==> config.mk <==
export PLATFORM = sky130hd
export DESIGN_NAME = sbx_mul
export DESIGN_NICKNAME = d
export VERILOG_FILES = /design/src/design/sbx_pkg.sv /design/src/design/sbx_mul.sv
export SDC_FILE = /design/constraint.sdc
export NUM_CORES = 2
export LEC_CHECK = 0
export ABC_AREA = 1
export BUFFER_PORTS_ARGS = -buffer_cell sky130_fd_sc_hd__buf_4
export CAP_MARGIN = 20
export CORE_ASPECT_RATIO = 1.4
export CORE_MARGIN = 1
export CORE_UTILIZATION = 35
export DETAILED_ROUTE_END_ITERATION = 7
export HOLD_SLACK_MARGIN = 0.12
export SLEW_MARGIN = 15
export SYNTH_ARGS = -nofsm -noshare
export SYNTH_HDL_FRONTEND = slang
export SYNTH_SLANG_ARGS = --single-unit
==> constraint.sdc <==
create_clock -name clk -period 9.9 [get_ports clk]
set_input_delay 0.495 -clock clk [delete_from_list [all_inputs] [get_ports clk]]
set_output_delay 0.495 -clock clk [all_outputs]
set_load 0.02 [all_outputs]
==> src/design/sbx_pkg.sv <==
// shared constants, types and constant tables for the sbx crossover block
`timescale 1ns / 1ps

package sbx_pkg;

  localparam int VALUE_WIDTH = 32;
  localparam int RANDOM_BITS = 16;
  localparam int QI          = 30;
  localparam int ETA_FRAC    = 8;
  localparam int NORM_W      = 34;
  localparam int LOG_W       = 36;
  localparam int MUL_W       = 36;
  localparam int DVD_W       = 43;
  localparam int DVS_W       = 17;
  localparam int T_W         = 47;

  localparam logic [RANDOM_BITS-1:0] HALF = {1'b1, {(RANDOM_BITS-1){1'b0}}};
  localparam logic [40:0] OFF_LIMIT = {1'b1, 40'b0};
  localparam logic [RANDOM_BITS:0] CROSS_PROB_RESET = 17'd58982;
  localparam logic [15:0] DIST_INDEX_RESET = 16'd5120;

  localparam logic CFG_CROSS_PROB = 1'b0;
  localparam logic CFG_DIST_INDEX = 1'b1;

  typedef enum logic [4:0] {
    ST_IDLE, ST_LNORM, ST_LSQ_MUL, ST_LSQ_ACC, ST_LOGEND, ST_LBE, ST_EMUL, ST_EACC,
    ST_ESHIFT, ST_ALPHA, ST_UA, ST_DIVW, ST_OFF1, ST_OFF2, ST_OFF3, ST_SIDE, ST_DONE
  } state_t;

  typedef enum logic [2:0] {
    PH_LOGD, PH_LOGS, PH_LOGU, PH_EXPP, PH_EXPB
  } phase_t;

  typedef logic [QI-1:0][30:0] root_tab_t;

  function automatic logic [63:0] isqrt64(input logic [63:0] x_in);
    logic [63:0] x;
    logic [63:0] r;
    logic [63:0] b;
    x = x_in;
    r = 64'd0;
    b = 64'd1 << 62;
    for (int i = 0; i < 32; i++) begin
      if (x >= r + b) begin
        x = x - (r + b);
        r = (r >> 1) + b;
      end else begin
        r = r >> 1;
      end
      b = b >> 2;
    end
    return r;
  endfunction

  // roots 2^(2^-(i+1)), each the floor square root of the one before in q.30
  function automatic root_tab_t root_table();
    root_tab_t tab;
    logic [63:0] root;
    root = 64'd2 << QI;
    for (int i = 0; i < QI; i++) begin
      root = isqrt64(root << QI);
      tab[i] = root[30:0];
    end
    return tab;
  endfunction

  localparam root_tab_t ROOTS = root_table();

endpackage

==> src/design/sbx_mul.sv <==
// shared unsigned multiplier with registered product
`timescale 1ns / 1ps

module sbx_mul (
  input  logic                          clk,
  input  logic [sbx_pkg::MUL_W-1:0]     a,
  input  logic [sbx_pkg::MUL_W-1:0]     b,
  output logic [2*sbx_pkg::MUL_W-1:0]   prod
);
  import sbx_pkg::*;

  always_ff @(posedge clk) begin
    prod <= a * b;
  end

endmodule

==> impl_metrics.csv <==
group,metric,value,unit
outcome,outcome,"finished clean",
route,ant_nets,0,
placed_design,post-dp-hpwl,113000,µm
grt,grt_first_pass_wirelength,216000,µm
logic_synthesis,synth-warning-count,0,
clocking,clk_root_buffer_cell,"clkbuf_16",
setup_path,critPathCapture,"prod[44]$_DFF_P_",
placed_design,buffer_ports.inserted,144,
die,die_area,132000,µm²
logic_synthesis,post_synth_main_area_contributors,"fa_1, inv_1, nand2_1",
die,fp-row-count,156,
cells_and_area,layout.nets,7388,
sta,finalWorstPathRequiredPeriod,7.39,ns
clocking,cts_sinks,72,
sta,worst-slew-pin-transition,0.632,ns
cells_and_area,flip_flop_count_of_the_largest_register_all_copies_and_words_added,72,
logic_synthesis,flip_flop_and_latch_count_after_synthesis,72,
logic_synthesis,yosysUniqueCellTypes,28,
route,first_pass_iters,8,
sta,min_period_over_period,74.7,%
placed_design,routabilityCongestion,0.932,
logic_synthesis,synth_top_area_cell,"fa_1",
sta,hold_violations,0,
grt,globalRoute.totalOverflow,0,
die,dieHeight,430,µm
cells_and_area,regs_by_ff_count,"prod: 72 flops",
logic_synthesis,post_synth_inst_count,6000,
sta,grt_setup_unrepaired,"no",
setup_path,critPathRequiredTime,10.12,ns
sta,clock.fmax,135,MHz
cells_and_area,p_r_area_growth_vs_syn,5.36,%
clocking,h-tree-depth,3,
logic_synthesis,synth_top_cell_area_share,50.6,%
setup_path,worstSetupPathType,"input port to flop",
grt,initial_antenna_violation_count,4,
logic_synthesis,synth_sequential_area_ratio,3.15,%
logic_synthesis,syn_nets,7521,
clocking,post_cts_buffers,0,
setup_path,crit_path_max_fanout,36,
sta,finalSetupViolCount,0,
grt,grt_pass1_vias,38900,
clocking,total_of_hold_buffers_inserted_after_clock_tree_synthesis,0,
clocking,tritoncts,"done",
cells_and_area,utilization,37.2,%
grt,grt_usage,21.1,%
cells_and_area,post_route_cells_drive_above_1_share,3.81,%
die,ioPinCount,145,
sta,final.setup.tns,0,ns
sta,drv_slew,0,
cells_and_area,mostFrequentLayoutCell,"inv_1",
cells_and_area,mostFrequentLayoutCells,"inv_1, nand2_1, fa_1",
cells_and_area,register_bank_with_the_most_flops,"prod",
grt,grt_start_max_net_pins,37,
logic_synthesis,avgSynthCellArea,7.63,µm²
setup_path,endpoint_type_of_the_worst_setup_path,"flop",
run,maxCapViolations,0,
setup_path,start_kind,"input port",
setup_path,cp_data_arrival_time,7.61,ns
die,fp.dieW,308,µm
min_path,hp-class,"input port to flop",
route,route.detailed.drc,0,
route,drt_wl_total,133000,µm
die,fp.coreArea,129000,µm²
clocking,number_of_cts_inserted_buffers,9,
sta,timing.max_slew.rel_slack,57.9,%
route,detailroute.via_count,35000,
route,wire_per_inst,17.5,µm
clocking,clk_path_buf_depth,2,
route,detailedRoute.firstIterationViolations,1884,
die,initial_utilization,35.4,%
logic_synthesis,synth.cell_area,45800,µm²
route,detail_route.vias_per_cell,4.60,
setup_path,startpoint,"a[23]",
clocking,clock_transition_at_the_registers_of_the_reported_paths,0.08,ns
clocking,cts_repair_resize_count,0,
[area by class of cell]
type | instances | area, µm²
flip-flops and latches | 72 | 1440
diodes | 2 | 5.00
clock buffers | 10 | 229
well taps | 1738 | 2170
inverters | 2044 | 7670
repair buffers | 144 | 1080
clock inverters | 6 | 45.0
multi-input cells | 3596 | 35600
fillers | 13400 | 81200
[per-layer routing]
layer	up-vias	part of all wire [%]	global-route usage, %
li1	15900	-	-
met1	17900	39	25.4
met2	913	53	39.3
met3	207	4.0	1.83
met4	0	3.4	6.85
met5	-	0	0
[cells by family (layout without fill, tap and decap cells)]
family | count (synthesis) | count (layout) | synth area share, %
AOI/OAI and AO/OA | 142 | 142 | 1.68
xor gates and xnor gates | 42 | 42 | 0.804
adders and majority gates | 1448 | 1448 | 58.6
buffers and inverters | 2332 | 2204 | 19.1
DFF | 72 | 72 | 3.15
other | 0 | 2 | 0
and+or+nand+nor | 1964 | 1964 | 16.7
[Yosys cell counts (all sizes together)]
library cell / count
xnor2: 5
a21o: 3
ha: 292
inv: 2044
fa: 1156
a21boi: 3
o21ai: 44
nor2: 137
and2: 1
a21oi: 86
o21a: 3
clkbuf: 288
o21bai: 3
nand4: 5
xor2: 37
nor3: 11
nand2: 1760
dfxtp: 72
nand3: 50
[worst min-delay path by stage]
stage                               start         endpoint  slack (ns)  cells after the start
after floorplan                      a[0]  prod[0]$_DFF_P_        0.80                      3
after global placement    prod[2]$_DFF_P_          prod[2]        0.91                      1
after detailed placement  prod[1]$_DFF_P_          prod[1]        0.91                      1
after CTS                            b[0]  prod[0]$_DFF_P_        0.56                      3
after global routing                 b[0]  prod[0]$_DFF_P_        0.60                      3
final                                b[0]  prod[0]$_DFF_P_        0.59                      3
[metrics by stage]
step	std cells	area, µm²	setup slack (ns)	hold WS [ns]
CTS	7610	48200	2.45	0.563
floorplan	6000	45800	3.13	0.800
global route	7612	48200	2.11	0.595
finish	7612	48200	2.51	0.586
detailed placement	7594	47900	2.06	0.910
global placement	7594	47900	2.11	0.910
[critical path, cell delays in order]
cell and delay, ns:
buf_4 0.44, nand2_1 0.16, fa_1 0.55, fa_1 0.53, inv_1 0.06, fa_1 0.53, inv_1 0.06, fa_1 0.54
inv_1 0.06, fa_1 0.48, fa_1 0.47, fa_1 0.60, inv_1 0.07, fa_1 0.48, inv_1 0.04, ha_1 0.42
nand2_1 0.17, nor2_1 0.22, nand2_1 0.14, nor2_1 0.12, nand2_1 0.13, nand3_2 0.14, nand2_1 0.06, nand2_1 0.14
xor2_1 0.46
Power is not shown: default switching activity piles up to over one toggle a cycle in this logic, so the estimate is an artifact.
