===== config.mk =====
export PLATFORM = sky130hd
export DESIGN_NAME = sbx_div
export DESIGN_NICKNAME = d
export VERILOG_FILES = /design/src/design/sbx_pkg.sv /design/src/design/sbx_div.sv
export SDC_FILE = /design/constraint.sdc
export NUM_CORES = 1
export LEC_CHECK = 0
export BUFFER_PORTS_ARGS = -buffer_cell sky130_fd_sc_hd__buf_4
export CAP_MARGIN = 20
export CELL_PAD_IN_SITES_DETAIL_PLACEMENT = 1
export CELL_PAD_IN_SITES_GLOBAL_PLACEMENT = 1
export CORE_MARGIN = 2
export CORE_UTILIZATION = 35
export DETAILED_ROUTE_END_ITERATION = 8
export PLACE_DENSITY = 0.85
export REMOVE_ABC_BUFFERS = 1
export SETUP_SLACK_MARGIN = 0.5
export SYNTH_ARGS = -nofsm -noshare
export SYNTH_HDL_FRONTEND = slang
export SYNTH_SLANG_ARGS = --single-unit

===== constraint.sdc =====
create_clock -name clk -period 2.4 [get_ports clk]
set_input_delay 0.12 -clock clk [delete_from_list [all_inputs] [get_ports clk]]
set_output_delay 0.12 -clock clk [all_outputs]
set_load 0.02 [all_outputs]

===== src/design/sbx_pkg.sv =====
// shared constants, types and constant tables for the sbx crossover block
`timescale 1ns / 1ps

package sbx_pkg;

  localparam int VALUE_WIDTH = 32;
  localparam int RANDOM_BITS = 16;
  localparam int QI          = 30;
  localparam int ETA_FRAC    = 8;
  localparam int NORM_W      = 34;
  localparam int LOG_W       = 36;
  localparam int MUL_W       = 36;
  localparam int DVD_W       = 43;
  localparam int DVS_W       = 17;
  localparam int T_W         = 47;

  localparam logic [RANDOM_BITS-1:0] HALF = {1'b1, {(RANDOM_BITS-1){1'b0}}};
  localparam logic [40:0] OFF_LIMIT = {1'b1, 40'b0};
  localparam logic [RANDOM_BITS:0] CROSS_PROB_RESET = 17'd58982;
  localparam logic [15:0] DIST_INDEX_RESET = 16'd5120;

  localparam logic CFG_CROSS_PROB = 1'b0;
  localparam logic CFG_DIST_INDEX = 1'b1;

  typedef enum logic [4:0] {
    ST_IDLE, ST_LNORM, ST_LSQ_MUL, ST_LSQ_ACC, ST_LOGEND, ST_LBE, ST_EMUL, ST_EACC,
    ST_ESHIFT, ST_ALPHA, ST_UA, ST_DIVW, ST_OFF1, ST_OFF2, ST_OFF3, ST_SIDE, ST_DONE
  } state_t;

  typedef enum logic [2:0] {
    PH_LOGD, PH_LOGS, PH_LOGU, PH_EXPP, PH_EXPB
  } phase_t;

  typedef logic [QI-1:0][30:0] root_tab_t;

  function automatic logic [63:0] isqrt64(input logic [63:0] x_in);
    logic [63:0] x;
    logic [63:0] r;
    logic [63:0] b;
    x = x_in;
    r = 64'd0;
    b = 64'd1 << 62;
    for (int i = 0; i < 32; i++) begin
      if (x >= r + b) begin
        x = x - (r + b);
        r = (r >> 1) + b;
      end else begin
        r = r >> 1;
      end
      b = b >> 2;
    end
    return r;
  endfunction

  // roots 2^(2^-(i+1)), each the floor square root of the one before in q.30
  function automatic root_tab_t root_table();
    root_tab_t tab;
    logic [63:0] root;
    root = 64'd2 << QI;
    for (int i = 0; i < QI; i++) begin
      root = isqrt64(root << QI);
      tab[i] = root[30:0];
    end
    return tab;
  endfunction

  localparam root_tab_t ROOTS = root_table();

endpackage


===== src/design/sbx_div.sv =====
// restoring divider, one quotient bit per cycle
`timescale 1ns / 1ps

module sbx_div (
  input  logic                        clk,
  input  logic                        rst,
  input  logic                        start,
  input  logic [sbx_pkg::DVD_W-1:0]   dividend,
  input  logic [sbx_pkg::DVS_W-1:0]   divisor,
  output logic                        done,
  output logic [sbx_pkg::DVD_W-1:0]   quotient
);
  import sbx_pkg::*;

  logic              busy;
  logic [5:0]        cnt;
  logic [DVS_W-1:0]  rem;
  logic [DVD_W-1:0]  dvd;
  logic [DVS_W:0]    rem_sh;
  logic              qbit;

  assign rem_sh   = {rem, dvd[DVD_W-1]};
  assign qbit     = rem_sh >= {1'b0, divisor};
  assign quotient = dvd;

  always_ff @(posedge clk) begin
    if (rst) begin
      busy <= 1'b0;
      done <= 1'b0;
      cnt  <= '0;
    end else begin
      done <= 1'b0;
      if (start) begin
        busy <= 1'b1;
        cnt  <= '0;
      end else if (busy) begin
        if (cnt == 6'(DVD_W - 1)) begin
          busy <= 1'b0;
          done <= 1'b1;
        end else begin
          cnt <= cnt + 6'd1;
        end
      end
    end
  end

  always_ff @(posedge clk) begin
    if (start) begin
      dvd <= dividend;
      rem <= '0;
    end else if (busy) begin
      rem <= qbit ? DVS_W'(rem_sh - {1'b0, divisor}) : rem_sh[DVS_W-1:0];
      dvd <= {dvd[DVD_W-2:0], qbit};
    end
  end

endmodule


==> impl_summary.log <==
INFO  metric synth-seq-cells = 68
INFO  metric top_level_ports = 107
INFO  metric power_density = 617 nW/um^2
INFO  metric num-fill-cells = 1214
INFO  metric end_point_of_the_critical_path = rem[12]$_SDFFE_PP0P_
INFO  metric post_dp_cell_area = 5020 sq um
INFO  metric regToRegEndpoint = rem[12]$_SDFFE_PP0P_
INFO  metric tritoncts = done
INFO  metric power.static_leakage = 2.32 nW
INFO  metric global_route.usage.total = 0.208
INFO  metric crit-reg2reg-launch = quotient[42]$_DFFE_PP_
INFO  metric synthTopCellsByCount = edfxtp_1, mux2_2, inv_1, nor2_1, dfxtp_1
INFO  metric number_of_antenna_violations_at_the_first_check_in_global_routing = 0
INFO  metric synth_largest_type_area_fraction = 0.330
INFO  metric timing.critical_path.slowest_cell_delay = 0.39 ns
INFO  metric cp_data_required_time = 2.65 ns
INFO  metric synth_ff_type = edfxtp_1
INFO  metric crit_slowest_cell = edfxtp_1
INFO  metric placement_rows = 38
INFO  metric cts-root-to-sink-buffers = 2
INFO  metric netSwitchingFraction = 0.290
INFO  metric max-slew-margin-rel = 0.635
INFO  metric drcViolationCount = 0
INFO  metric clk_root_buffer_cell = clkbuf_8
INFO  metric syn_avg_cell_area = 10.7 sq um
INFO  metric viasPerCell = 5.29
INFO  metric first_global_vias = 3827
INFO  metric setup.worst_path.end_class = flop
INFO  metric clk_transition_reported_paths = 0.08 ns
INFO  metric dr_pass1_iterations = 5
INFO  metric post_synth_num_cell_types = 48
INFO  metric diodes = 0
INFO  metric ys_top_cells_by_area = edfxtp_1, dfxtp_1, mux2_2
INFO  metric actual_slew_at_the_worst_max_slew_pin = 0.542 ns
INFO  metric port_buffers = 106
INFO  metric switchingPower = 0.965 mW
INFO  metric core_region = 10900 sq um
INFO  metric clkSinkCount = 68
INFO  metric initialDrtViolationCount = 148
INFO  metric syn_to_final_growth = 38.1%
INFO  metric asr_flop_ratio_synth = 0
INFO  metric fin_worst_skew = 0.0105 ns
INFO  metric clk-insertion-delay-late = 0.35 ns
INFO  metric grt_setup_unrepaired = yes
INFO  metric combPwrFrac = 0.264
INFO  metric cp.depth = 11
INFO  metric finish.net_count = 583
INFO  metric finalCritPeriodShare = 1.07
INFO  metric final_cell_count_no_fill = 645
INFO  metric worstHoldPathType = input port to flop
INFO  metric routed_wirelength = 12.0 mm
INFO  metric worst-r2r-cell-count = 11
INFO  metric overflow = 0
INFO  metric power.ir.vdd_worst = 0.413 mV
INFO  metric grt_max_degree = 36
INFO  metric seq_power_share = 0.430
INFO  metric setup.worst_path.class = flop to flop
INFO  metric yosys.area.top_type = edfxtp_1
INFO  metric syn-instance-count = 364
INFO  metric post_layout_min_period = 2.56 ns
INFO  metric first_pass_grt_wire_length = 19.0 mm
INFO  metric die-area = 12000 sq um
INFO  metric die_height = 110 um
INFO  metric start_util = 0.359
INFO  metric failing_checks = setup timing
INFO  metric postLayoutCellArea = 5400 sq um
INFO  metric final_max_slew_viol_count = 0
INFO  metric wire_per_inst = 18.6 um
INFO  metric crit_path_cell_trace = inv_1 > ha_2 > inv_2 > fa_2 > a21o_1 > a221oi_2 > buf_4 > o21ai_0 > a31oi_1 > xnor2_1 > a31o_2
INFO  metric drt.antenna.violating_nets = 0
INFO  metric setup.worst_path.start = quotient[42]$_DFFE_PP_
INFO  metric p_int = 2.37 mW
INFO  metric post_route_worst_setup_slack = -0.164 ns
INFO  metric final-hold-violation-count = 0
INFO  metric setup_viol = 18
INFO  metric max_cap_violations = 0
INFO  metric cp-start-kind = flop
INFO  metric max_freq = 390 MHz
INFO  metric cts-buffers-inserted = 9
INFO  metric crit_path_max_fanout = 3
INFO  metric ys.warnings.count = 0
INFO  metric numPlacedInstances = 619
INFO  metric gp_routability_congestion = 0.830
INFO  metric htree_levels = 3
INFO  metric route.vias.total = 3415
INFO  metric worst-endpoint-arrival = 2.81 ns
INFO  metric cpLargestDelayFamily = compound AO/OA/AOI/OAI gates
INFO  metric clock_power_share = 0.306
INFO  metric synth_enable_flop_cells = 43
INFO  metric worst-r2r-setup-slack = -0.16 ns
INFO  metric netlist_area = 3910 sq um
INFO  metric synth-seq-area-share = 0.459
INFO  metric hpwl = 8.64 mm
INFO  metric critPathBufInv = 3
INFO  metric final_layout_size_suffix_gt1_frac = 0.438
INFO  metric run_status = finished with violations
INFO  metric fp.dieW = 110 um
## area by class of cell
class | count | area [sq um] | area share
tap | 140 | 175 | 0.0325
sequential | 68 | 1790 | 0.332
inverter | 27 | 105 | 0.0195
multi-input combinational | 251 | 2010 | 0.373
clock inverter | 5 | 76.3 | 0.0141
clock buffer | 11 | 131 | 0.0244
timing repair buffer | 143 | 1100 | 0.205
## routing by layer
| layer | GRT usage | vias up | wire, um |
|---|---|---|---|
| met4 | 0.0615 | 0 | 265 |
| met5 | 0 | - | 0 |
| met1 | 0.233 | 1673 | 4690 |
| met3 | 0.0723 | 18 | 937 |
| li1 | - | 1599 | - |
| met2 | 0.369 | 125 | 6100 |
## worst min path at each step
stage / start / to / depth (start not counted)
after global routing: dividend[9] / quotient[9]$_DFFE_PP_ / 2
after global placement: rst / busy$_SDFF_PP0_ / 2
after detailed placement: rst / busy$_SDFF_PP0_ / 2
after floorplan: start / rem[11]$_SDFFE_PP0P_ / 1
final: dividend[17] / quotient[17]$_DFFE_PP_ / 2
after CTS: dividend[17] / quotient[17]$_DFFE_PP_ / 2
## state kept, by name, indices dropped and copies added, names as in the netlist
name / flops
rem: 17
cnt: 6
done: 1
busy: 1
quotient: 43
## power groups by stage
stage	sequential [mW]	clock (mW)	combinational, mW
global placement	1.45	0	0.801
CTS	1.43	1.05	0.854
floorplan	1.54	0	0.352
global route	1.45	1.09	0.950
detailed placement	1.45	0	0.829
finish	1.43	1.02	0.879
## through the flow
| stage | total power, mW | TNS (ns) | setup slack, ns | hold WS [ns] | util |
|---|---|---|---|---|---|
| CTS | 3.34 | -0.690 | -0.0738 | 0.0476 | 0.488 |
| global route | 3.49 | -3.72 | -0.265 | 0.0566 | 0.496 |
| floorplan | 1.89 | -1.87 | -0.214 | 0.192 | - |
| detailed placement | 2.28 | -1.58 | -0.148 | 0.294 | 0.461 |
| finish | 3.33 | -1.72 | -0.164 | 0.0647 | 0.496 |
| global placement | 2.25 | -0.469 | -0.0603 | 0.291 | 0.461 |
## logic make-up after synthesis
family | Yosys count | share of synthesized area
AOI/OAI and AO/OA | 76 | 0.137
xor gates and xnor gates | 16 | 0.0359
adders and majority gates | 20 | 0.0660
buffers and inverters | 46 | 0.0490
DFF | 68 | 0.459
muxes | 54 | 0.152
and+or+nand+nor | 84 | 0.101
## placed cells by master (no fill, tap or decap), drive strengths merged, types with 4 or more instances in the layout
master / synthesis / layout
nor3: 6 / 6
edfxtp: 43 / 43
dfxtp: 25 / 25
mux2i: 11 / 11
xor2: 9 / 9
clkbuf: 11 / 11
a21o: 5 / 5
nand2: 23 / 23
nand4: 6 / 6
ha: 19 / 19
inv: 27 / 26
nor2: 27 / 27
o31ai: 4 / 4
xnor2: 7 / 7
a211oi: 11 / 11
buf: 8 / 142
o21ai: 15 / 16
a21oi: 16 / 16
mux2: 43 / 43
nand3: 5 / 5
o211ai: 4 / 4
## repair_timing
action / 4_1_cts / 5_1_grt
setup endpoints to repair: 18 / 42
setup buffers: 5 / 3
hold endpoints to repair: 1 / 0
gates resized for setup: 8 / 15
hold buffers: 1 / 0
pin swaps: 16 / 8
gates cloned: 1 / 0
(Power assumes the default switching activity.)
